===== src/design/cbsf_pkg.sv =====
`default_nettype none

package cbsf_pkg;

   // Line codes
   localparam logic [7:0] FLAG_BYTE = 8'h7E;
   localparam logic [7:0] ESC_BYTE  = 8'h7D;
   localparam logic [7:0] ESC_XOR   = 8'h20;
   // x^8 + x^4 + x^3 + x + 1, top bit implied
   localparam logic [7:0] CRC_POLY  = 8'h1B;

   // Queue between front and back
   localparam int QUEUE_DEPTH = 4;
   localparam int QUEUE_AW    = $clog2(QUEUE_DEPTH);

   // One classified input word, as handed from front to back
   typedef struct packed {
      logic [7:0] data;
      logic [7:0] crc;
      logic [7:0] trailer;
      logic       start;
      logic       last;
   } entry_type;

   // Output byte slots of one entry
   typedef enum logic [5:0] {
      ST_FLAG     = 6'b000001,
      ST_DATA_ESC = 6'b000010,
      ST_DATA     = 6'b000100,
      ST_CRC_ESC  = 6'b001000,
      ST_CRC      = 6'b010000,
      ST_TRAIL    = 6'b100000
   } step_type;

   // MSB-first CRC-8 over one byte
   function automatic logic [7:0] crc8_update(input logic [7:0] crc, input logic [7:0] b);
      logic [7:0] c;
      c = crc ^ b;
      for (int i = 0; i < 8; i++) begin
         c = c[7] ? ((c << 1) ^ CRC_POLY) : (c << 1);
      end
      return c;
   endfunction

   // Bytes that must go out behind an escape
   function automatic logic is_special(input logic [7:0] b);
      return (b == FLAG_BYTE) || (b == ESC_BYTE);
   endfunction

endpackage

`default_nettype wire


===== src/design/cbsf_front.sv =====
`default_nettype none

module cbsf_front (
   input  wire logic                clock,
   input  wire logic                reset,
   input  wire logic                req_valid,
   input  wire logic [7:0]          req_data_byte,
   input  wire logic                req_frame_end,
   input  wire logic [7:0]          req_trailer_byte,
   input  wire logic                q_full,
   output logic                     req_stall,
   output logic                     push,
   output cbsf_pkg::entry_type      push_entry
);

   logic [7:0] crc_ff, crc_in;
   logic       in_frame_ff, in_frame_in;
   logic [7:0] crc_base;
   logic [7:0] crc_next;

   // Stall only on a full queue
   assign req_stall = q_full;
   assign push      = req_valid && !q_full;

   // Restart the CRC at frame start and fold in this word
   assign crc_base = in_frame_ff ? crc_ff : 8'h00;
   assign crc_next = cbsf_pkg::crc8_update(crc_base, req_data_byte);

   // Classify the word for the back end
   always_comb begin
      push_entry.data    = req_data_byte;
      push_entry.crc     = crc_next;
      push_entry.trailer = req_trailer_byte;
      push_entry.start   = !in_frame_ff;
      push_entry.last    = req_frame_end;
   end

   // Advance frame state on each accepted word
   always_comb begin
      crc_in      = crc_ff;
      in_frame_in = in_frame_ff;
      if (push) begin
         if (req_frame_end) begin
            crc_in      = 8'h00;
            in_frame_in = 1'b0;
         end else begin
            crc_in      = crc_next;
            in_frame_in = 1'b1;
         end
      end
   end

   always_ff @(posedge clock) begin
      if (reset) begin
         crc_ff      <= 8'h00;
         in_frame_ff <= 1'b0;
      end else begin
         crc_ff      <= crc_in;
         in_frame_ff <= in_frame_in;
      end
   end

endmodule

`default_nettype wire


===== src/design/cbsf_queue.sv =====
`default_nettype none

module cbsf_queue (
   input  wire logic                clock,
   input  wire logic                reset,
   input  wire logic                push,
   input  wire cbsf_pkg::entry_type push_entry,
   input  wire logic                pop,
   output logic                     full,
   output logic                     nonempty,
   output cbsf_pkg::entry_type      head
);

   localparam int AW = cbsf_pkg::QUEUE_AW;

   cbsf_pkg::entry_type mem_ff [cbsf_pkg::QUEUE_DEPTH];
   logic [AW-1:0] wr_ptr_ff, wr_ptr_in;
   logic [AW-1:0] rd_ptr_ff, rd_ptr_in;
   logic [AW:0]   count_ff, count_in;

   assign full     = (count_ff == (AW+1)'(cbsf_pkg::QUEUE_DEPTH));
   assign nonempty = (count_ff != '0);
   assign head     = mem_ff[rd_ptr_ff];

   // Advance pointers with wrap at the depth
   always_comb begin
      wr_ptr_in = wr_ptr_ff;
      rd_ptr_in = rd_ptr_ff;
      count_in  = count_ff;
      if (push) begin
         wr_ptr_in = (wr_ptr_ff == AW'(cbsf_pkg::QUEUE_DEPTH - 1)) ? '0 : wr_ptr_ff + 1'b1;
      end
      if (pop) begin
         rd_ptr_in = (rd_ptr_ff == AW'(cbsf_pkg::QUEUE_DEPTH - 1)) ? '0 : rd_ptr_ff + 1'b1;
      end
      if (push && !pop) begin
         count_in = count_ff + 1'b1;
      end else if (pop && !push) begin
         count_in = count_ff - 1'b1;
      end
   end

   always_ff @(posedge clock) begin
      if (reset) begin
         wr_ptr_ff <= '0;
         rd_ptr_ff <= '0;
         count_ff  <= '0;
      end else begin
         wr_ptr_ff <= wr_ptr_in;
         rd_ptr_ff <= rd_ptr_in;
         count_ff  <= count_in;
      end
   end

   // Store the incoming word
   always_ff @(posedge clock) begin
      if (push) begin
         mem_ff[wr_ptr_ff] <= push_entry;
      end
   end

endmodule

`default_nettype wire


===== src/design/cbsf_back.sv =====
`default_nettype none

module cbsf_back (
   input  wire logic                clock,
   input  wire logic                reset,
   input  wire logic                q_nonempty,
   input  wire cbsf_pkg::entry_type head,
   output logic                     pop,
   input  wire logic                rsp_stall,
   output logic                     rsp_valid,
   output logic [7:0]               rsp_out_byte,
   output logic                     rsp_out_last
);

   cbsf_pkg::entry_type cur_ff, cur_in;
   logic                cur_valid_ff, cur_valid_in;
   cbsf_pkg::step_type  step_ff, step_in;
   logic                rsp_valid_ff, rsp_valid_in;
   logic [7:0]          rsp_byte_ff, rsp_byte_in;
   logic                rsp_last_ff, rsp_last_in;

   cbsf_pkg::step_type  step_nxt;
   logic [7:0]          byte_now;
   logic                last_now;
   logic                done_now;
   logic                advance;

   function automatic cbsf_pkg::step_type data_first(input logic [7:0] d);
      return cbsf_pkg::is_special(d) ? cbsf_pkg::ST_DATA_ESC : cbsf_pkg::ST_DATA;
   endfunction

   function automatic cbsf_pkg::step_type crc_first(input logic [7:0] c);
      return cbsf_pkg::is_special(c) ? cbsf_pkg::ST_CRC_ESC : cbsf_pkg::ST_CRC;
   endfunction

   // Pick the byte for the current slot and the slot after it
   always_comb begin
      byte_now = 8'h00;
      last_now = 1'b0;
      done_now = 1'b0;
      step_nxt = step_ff;
      case (step_ff)
         cbsf_pkg::ST_FLAG: begin
            byte_now = cbsf_pkg::FLAG_BYTE;
            step_nxt = data_first(cur_ff.data);
         end
         cbsf_pkg::ST_DATA_ESC: begin
            byte_now = cbsf_pkg::ESC_BYTE;
            step_nxt = cbsf_pkg::ST_DATA;
         end
         cbsf_pkg::ST_DATA: begin
            byte_now = cbsf_pkg::is_special(cur_ff.data) ?
                       (cur_ff.data ^ cbsf_pkg::ESC_XOR) : cur_ff.data;
            if (cur_ff.last) begin
               step_nxt = crc_first(cur_ff.crc);
            end else begin
               done_now = 1'b1;
            end
         end
         cbsf_pkg::ST_CRC_ESC: begin
            byte_now = cbsf_pkg::ESC_BYTE;
            step_nxt = cbsf_pkg::ST_CRC;
         end
         cbsf_pkg::ST_CRC: begin
            byte_now = cbsf_pkg::is_special(cur_ff.crc) ?
                       (cur_ff.crc ^ cbsf_pkg::ESC_XOR) : cur_ff.crc;
            step_nxt = cbsf_pkg::ST_TRAIL;
         end
         cbsf_pkg::ST_TRAIL: begin
            byte_now = cur_ff.trailer;
            last_now = 1'b1;
            done_now = 1'b1;
         end
         default: begin
            done_now = 1'b1;
         end
      endcase
   end

   // Emit whenever the output register is free or being taken
   assign advance = cur_valid_ff && (!rsp_valid_ff || !rsp_stall);
   assign pop     = q_nonempty && (!cur_valid_ff || (advance && done_now));

   // Load the next entry or step through the current one
   always_comb begin
      cur_in       = cur_ff;
      cur_valid_in = cur_valid_ff;
      step_in      = step_ff;
      if (pop) begin
         cur_in       = head;
         cur_valid_in = 1'b1;
         step_in      = head.start ? cbsf_pkg::ST_FLAG : data_first(head.data);
      end else if (advance && done_now) begin
         cur_valid_in = 1'b0;
      end else if (advance) begin
         step_in = step_nxt;
      end
   end

   // Hold the output word while stalled
   always_comb begin
      rsp_valid_in = rsp_valid_ff;
      rsp_byte_in  = rsp_byte_ff;
      rsp_last_in  = rsp_last_ff;
      if (advance) begin
         rsp_valid_in = 1'b1;
         rsp_byte_in  = byte_now;
         rsp_last_in  = last_now;
      end else if (!rsp_stall) begin
         rsp_valid_in = 1'b0;
      end
   end

   always_ff @(posedge clock) begin
      if (reset) begin
         cur_valid_ff <= 1'b0;
         step_ff      <= cbsf_pkg::ST_FLAG;
         rsp_valid_ff <= 1'b0;
      end else begin
         cur_valid_ff <= cur_valid_in;
         step_ff      <= step_in;
         rsp_valid_ff <= rsp_valid_in;
      end
   end

   always_ff @(posedge clock) begin
      cur_ff      <= cur_in;
      rsp_byte_ff <= rsp_byte_in;
      rsp_last_ff <= rsp_last_in;
   end

   assign rsp_valid    = rsp_valid_ff;
   assign rsp_out_byte = rsp_byte_ff;
   assign rsp_out_last = rsp_last_ff;

   // Slot code stays one-hot
   a_step_onehot: assert property (@(posedge clock) disable iff (reset)
      $onehot(step_ff))
      else $error("back end slot code not one-hot");

   // Trailer slot only on a frame-ending entry
   a_trail_last: assert property (@(posedge clock) disable iff (reset)
      (advance && step_ff == cbsf_pkg::ST_TRAIL) |-> cur_ff.last)
      else $error("trailer emitted for entry without frame end");

   // An escape prefix is followed at once by its escaped byte
   a_escape_pair: assert property (@(posedge clock) disable iff (reset)
      (rsp_valid_ff && !rsp_stall && rsp_byte_ff == cbsf_pkg::ESC_BYTE && !rsp_last_ff)
      |=> (rsp_valid_ff && (rsp_byte_ff == 8'h5D || rsp_byte_ff == 8'h5E)))
      else $error("escape prefix not followed by escaped byte");

endmodule

`default_nettype wire


===== src/design/crc8_byte_stuffing_framer.sv =====
// Path: an accepted word passes the queue, the current-entry register and the
// output register. Throughput: one line byte per cycle from the back end sequencer
// while rsp_stall is low; a word yields 1 to 6 bytes (flag, escape prefixes, CRC
// and trailer each add one). A four-word queue lets input run ahead of the line.
// Reset: synchronous, active high; clears CRC, frame state, queue and output valid.
`default_nettype none

module crc8_byte_stuffing_framer (
   input  wire logic       clock,
   input  wire logic       reset,
   input  wire logic       req_valid,
   output logic            req_stall,
   input  wire logic [7:0] req_data_byte,
   input  wire logic       req_frame_end,
   input  wire logic [7:0] req_trailer_byte,
   output logic            rsp_valid,
   input  wire logic       rsp_stall,
   output logic [7:0]      rsp_out_byte,
   output logic            rsp_out_last
);

   logic                q_full;
   logic                q_nonempty;
   logic                push;
   logic                pop;
   cbsf_pkg::entry_type push_entry;
   cbsf_pkg::entry_type head;

   cbsf_front u_front (
      .clock            (clock),
      .reset            (reset),
      .req_valid        (req_valid),
      .req_data_byte    (req_data_byte),
      .req_frame_end    (req_frame_end),
      .req_trailer_byte (req_trailer_byte),
      .q_full           (q_full),
      .req_stall        (req_stall),
      .push             (push),
      .push_entry       (push_entry)
   );

   cbsf_queue u_queue (
      .clock      (clock),
      .reset      (reset),
      .push       (push),
      .push_entry (push_entry),
      .pop        (pop),
      .full       (q_full),
      .nonempty   (q_nonempty),
      .head       (head)
   );

   cbsf_back u_back (
      .clock        (clock),
      .reset        (reset),
      .q_nonempty   (q_nonempty),
      .head         (head),
      .pop          (pop),
      .rsp_stall    (rsp_stall),
      .rsp_valid    (rsp_valid),
      .rsp_out_byte (rsp_out_byte),
      .rsp_out_last (rsp_out_last)
   );

endmodule

`default_nettype wire

===== config.mk =====
export PLATFORM = sky130hd
export DESIGN_NAME = crc8_byte_stuffing_framer
export DESIGN_NICKNAME = d
export VERILOG_FILES = /design/src/design/cbsf_pkg.sv /design/src/design/cbsf_front.sv /design/src/design/cbsf_queue.sv /design/src/design/cbsf_back.sv /design/src/design/crc8_byte_stuffing_framer.sv
export SDC_FILE = /design/constraint.sdc
export NUM_CORES = 1
export LEC_CHECK = 0
export BUFFER_PORTS_ARGS = -buffer_cell sky130_fd_sc_hd__buf_2
export CELL_PAD_IN_SITES_DETAIL_PLACEMENT = 0
export CELL_PAD_IN_SITES_GLOBAL_PLACEMENT = 1
export CORE_MARGIN = 4
export CORE_UTILIZATION = 52
export CTS_CLUSTER_DIAMETER = 40
export DETAILED_ROUTE_END_ITERATION = 12
export GPL_ROUTABILITY_DRIVEN = 0
export PLACE_DENSITY = 0.84
export SYNTH_ARGS = -nofsm -noshare
export SYNTH_HDL_FRONTEND = slang
export SYNTH_SLANG_ARGS = --single-unit

===== constraint.sdc =====
create_clock -name clock -period 3.7 [get_ports clock]
set_input_delay 0.74 -clock clock [delete_from_list [all_inputs] [get_ports clock]]
set_output_delay 0.74 -clock clock [all_outputs]
set_load 0.02 [all_outputs]

==> results.sh <==
export IMPL_max_freq_mhz=321
export IMPL_overflow=0
export IMPL_syn_inst=403
export IMPL_synth_compound_area_frac=0.0459
export IMPL_vias_per_cell=5.63
export IMPL_dp_slack_ns=0.596
export IMPL_rsz0062_at_grt="false"
export IMPL_clk_insertion_delay_late_ns=0.41
export IMPL_synthesis_nets=431
export IMPL_wire_per_inst_um=18.8
export IMPL_synthSimpleGateAreaFrac=0.0776
export IMPL_start_util=0.533
export IMPL_worst_slew_pin_slew_ns=0.946
export IMPL_first_iter_violations=342
export IMPL_crit_path_cell_trace="or2_1 -> nor3b_2 -> or3b_2 -> o21ai_2 -> ha_1 -> inv_1 -> fa_1 -> xor2_1 -> or3_1 -> a21oi_1"
export IMPL_required_ns=4.04
export IMPL_ys_flop_type="edfxtp_1"
export IMPL_die_width_um=122
export IMPL_root_buffer="clkbuf_16"
export IMPL_hp_class="flip-flop to flip-flop"
export IMPL_antenna_left=0
export IMPL_cts_hold_buf=0
export IMPL_r2r_end="u_queue.count_ff[2]"
export IMPL_dp_hpwl_mm=7.74
export IMPL_syn_area_um2=6760
export IMPL_drive_above_1_share=0.242
export IMPL_finalClockSkew_ns=0.00781
export IMPL_vias=3526
export IMPL_grt_max_degree=27
export IMPL_critical_path_buf_inv_count=1
export IMPL_diodes=0
export IMPL_die_y_um=122
export IMPL_die_area_um2=14900
export IMPL_cp_top_family="simple AND/OR/NAND/NOR gates"
export IMPL_stdcell_count=626
export IMPL_drtPass1Iterations=8
export IMPL_synth_mux_area_fraction=0.0940
export IMPL_power_uw=5760
export IMPL_cts_tree="built"
export IMPL_row_count=41
export IMPL_p_per_area_nw_per_um2=753
export IMPL_fin_ws_ns=0.585
export IMPL_crit_type="flip-flop to flip-flop"
export IMPL_yosys_warnings=0
export IMPL_area_growth_pct=13.3
export IMPL_maxSlewHeadroom=0.369
export IMPL_grt_pass1_wl_mm=18.9
export IMPL_period_needed_ns=3.11
export IMPL_status="finished, final reports clean"
export IMPL_p_leak_uw=0.00263
export IMPL_r2r_slack_ns=0.59
export IMPL_synth_area_leaders="edfxtp_1 61%, mux4_2 8.7%, dfxtp_1 7.7%"
export IMPL_track_usage=0.170
export IMPL_multi_input_area_um2=1970
export IMPL_crit_slowest_cell="dfxtp_1"
export IMPL_setup_tns_ns=0
export IMPL_avgSynthCellArea_um2=16.8
export IMPL_synthAdderAreaFrac=0.0141
export IMPL_ys_types=57
export IMPL_cts_resized=0
export IMPL_hold_viol_final=0
export IMPL_async_flop_share=0
export IMPL_dp_cells=594
export IMPL_max_stage_delay_ns=0.54
export IMPL_seq_area_um2=4670
export IMPL_synth_edf_count=138
export IMPL_reg2reg_depth=10
export IMPL_cts_max_path_buffers=2
export IMPL_drt_total_wl_mm=11.8
export IMPL_cts_setup_buffers=0
export IMPL_ys_ff_latch=164
export IMPL_antenna_found_initial=0
export IMPL_finalInstanceArea_um2=7660
export IMPL_r2r_start="u_back.step_ff[0]"
export IMPL_final_common_cell="edfxtp_1"
export IMPL_layout_common_cells="138 x edfxtp_1, 31 x buf_2, 26 x nand2_1, 26 x mux4_2, 25 x dfxtp_1"
export IMPL_dpl_cell_area_um2=7080
export IMPL_cts_num_sinks=164
export IMPL_drc=0
export IMPL_grt_pass1_vias=3521
export IMPL_synth_xor_area_share=0.0598
export IMPL_port_buffers=31
export IMPL_cts_max_level=4
export IMPL_coreArea_um2=12700
export IMPL_critical_path_arrival_ns=3.45
export IMPL_worstHoldStart="u_queue.rd_ptr_ff[0]"
export IMPL_netlist_area_leader_share=0.613
export IMPL_yosysSeqAreaShare=0.690
export IMPL_setup_viol=0
export IMPL_peakVddDrop_v=0.000354
export IMPL_endpoint_kind="flip-flop"
export IMPL_fillers=933
export IMPL_ioPinCount=32
export IMPL_min_path_cells=2
export IMPL_start_kind="flip-flop"
export IMPL_clk_pin_slew_worst_paths_ns=0.06
export IMPL_synth_top_family_by_area="multiplexers"
export IMPL_numCtsBuffers=17
export IMPL_crit_fanout=10
export IMPL_maxCapViolCount=0
export IMPL_finalCritPeriodShare=0.842
export IMPL_synth_largest_area_cell="edfxtp_1"
export IMPL_drv_slew=0
export IMPL_nets=469
==> cell type report <==
class | count | share of cell area
well taps | 172 | 0.0281
clock inverters | 14 | 0.0186
multi-input cells | 213 | 0.257
repair buffers | 38 | 0.0271
flip-flops and latches | 164 | 0.609
inverters | 7 | 0.00343
clock buffers | 18 | 0.0561
==> how the worst max path moves through the flow <==
stage                 startpoint             endpoint  cells after the start
2_1_floorplan  u_back.step_ff[0]  u_queue.count_ff[2]                     11
3_3_place_gp   u_back.step_ff[0]  u_queue.count_ff[2]                     10
3_5_place_dp   u_back.step_ff[0]  u_queue.count_ff[2]                     10
4_1_cts        u_back.step_ff[0]  u_queue.count_ff[2]                     10
5_1_grt        u_back.step_ff[4]  u_queue.count_ff[2]                     10
6_report       u_back.step_ff[0]  u_queue.count_ff[2]                     10
==> through the flow <==
step	utilization	hold WS, ns
after floorplan	-	0.463
after global placement	0.559	0.472
after detailed placement	0.559	0.474
after CTS	0.604	0.489
after global routing	0.604	0.518
final	0.604	0.482
==> power breakdown <==
part	leakage (uW)	internal [uW]	switching, uW
combinational	0.000864	554	764
clock	0.000277	949	730
sequential	0.00149	2550	221
==> cell usage after synthesis (all sizes together) (7+ instances only) <==
| cell | instances |
|---|---|
| nand2 | 26 |
| inv | 7 |
| clkbuf | 9 |
| nor2 | 20 |
| mux4 | 26 |
| dfxtp | 26 |
| xnor2 | 20 |
| a21oi | 10 |
| buf | 10 |
| nor3 | 9 |
| o21ai | 7 |
| edfxtp | 138 |
| xor2 | 13 |
==> sequential cells by signal, indices dropped and copies added (netlist names), named ones only <==
register	count
u_back.cur_ff	25
u_back.cur_valid_ff	1
u_back.rsp_out_byte	8
u_back.rsp_out_last	1
u_back.rsp_valid	1
u_back.step_ff	6
u_front.crc_ff	8
u_front.in_frame_ff	1
u_queue.count_ff	3
u_queue.mem_ff	104
u_queue.rd_ptr_ff	2
u_queue.wr_ptr_ff	2
==> logic make-up (layout without fill, tap and decap cells) <==
kind of cell | count (synthesis) | after routing
simple gates | 95 | 95
xor+xnor | 37 | 37
buf+inv | 26 | 77
mux | 31 | 31
fa+ha+maj | 7 | 7
compound gates | 43 | 43
flops | 164 | 164
==> worst reg2reg max path: stages (launching register included) <==
cell     delay, ns
dfxtp_1       0.54
or2_1         0.26
nor3b_2       0.08
or3b_2        0.45
o21ai_2       0.32
ha_1          0.27
inv_1         0.07
fa_1          0.43
xor2_1        0.18
or3_1         0.30
a21oi_1       0.14
==> per-layer routing <==
metal / up-vias / track usage / routed length, um / share of wire
met3: 16 / 0.0418 / 481 / 0.041
met4: 0 / 0.0630 / 221 / 0.019
met2: 110 / 0.270 / 5910 / 0.50
met1: 1752 / 0.230 / 5180 / 0.44
li1: 1648 / - / - / -
met5: - / 0 / 0 / 0
(Power assumes the default switching activity.)
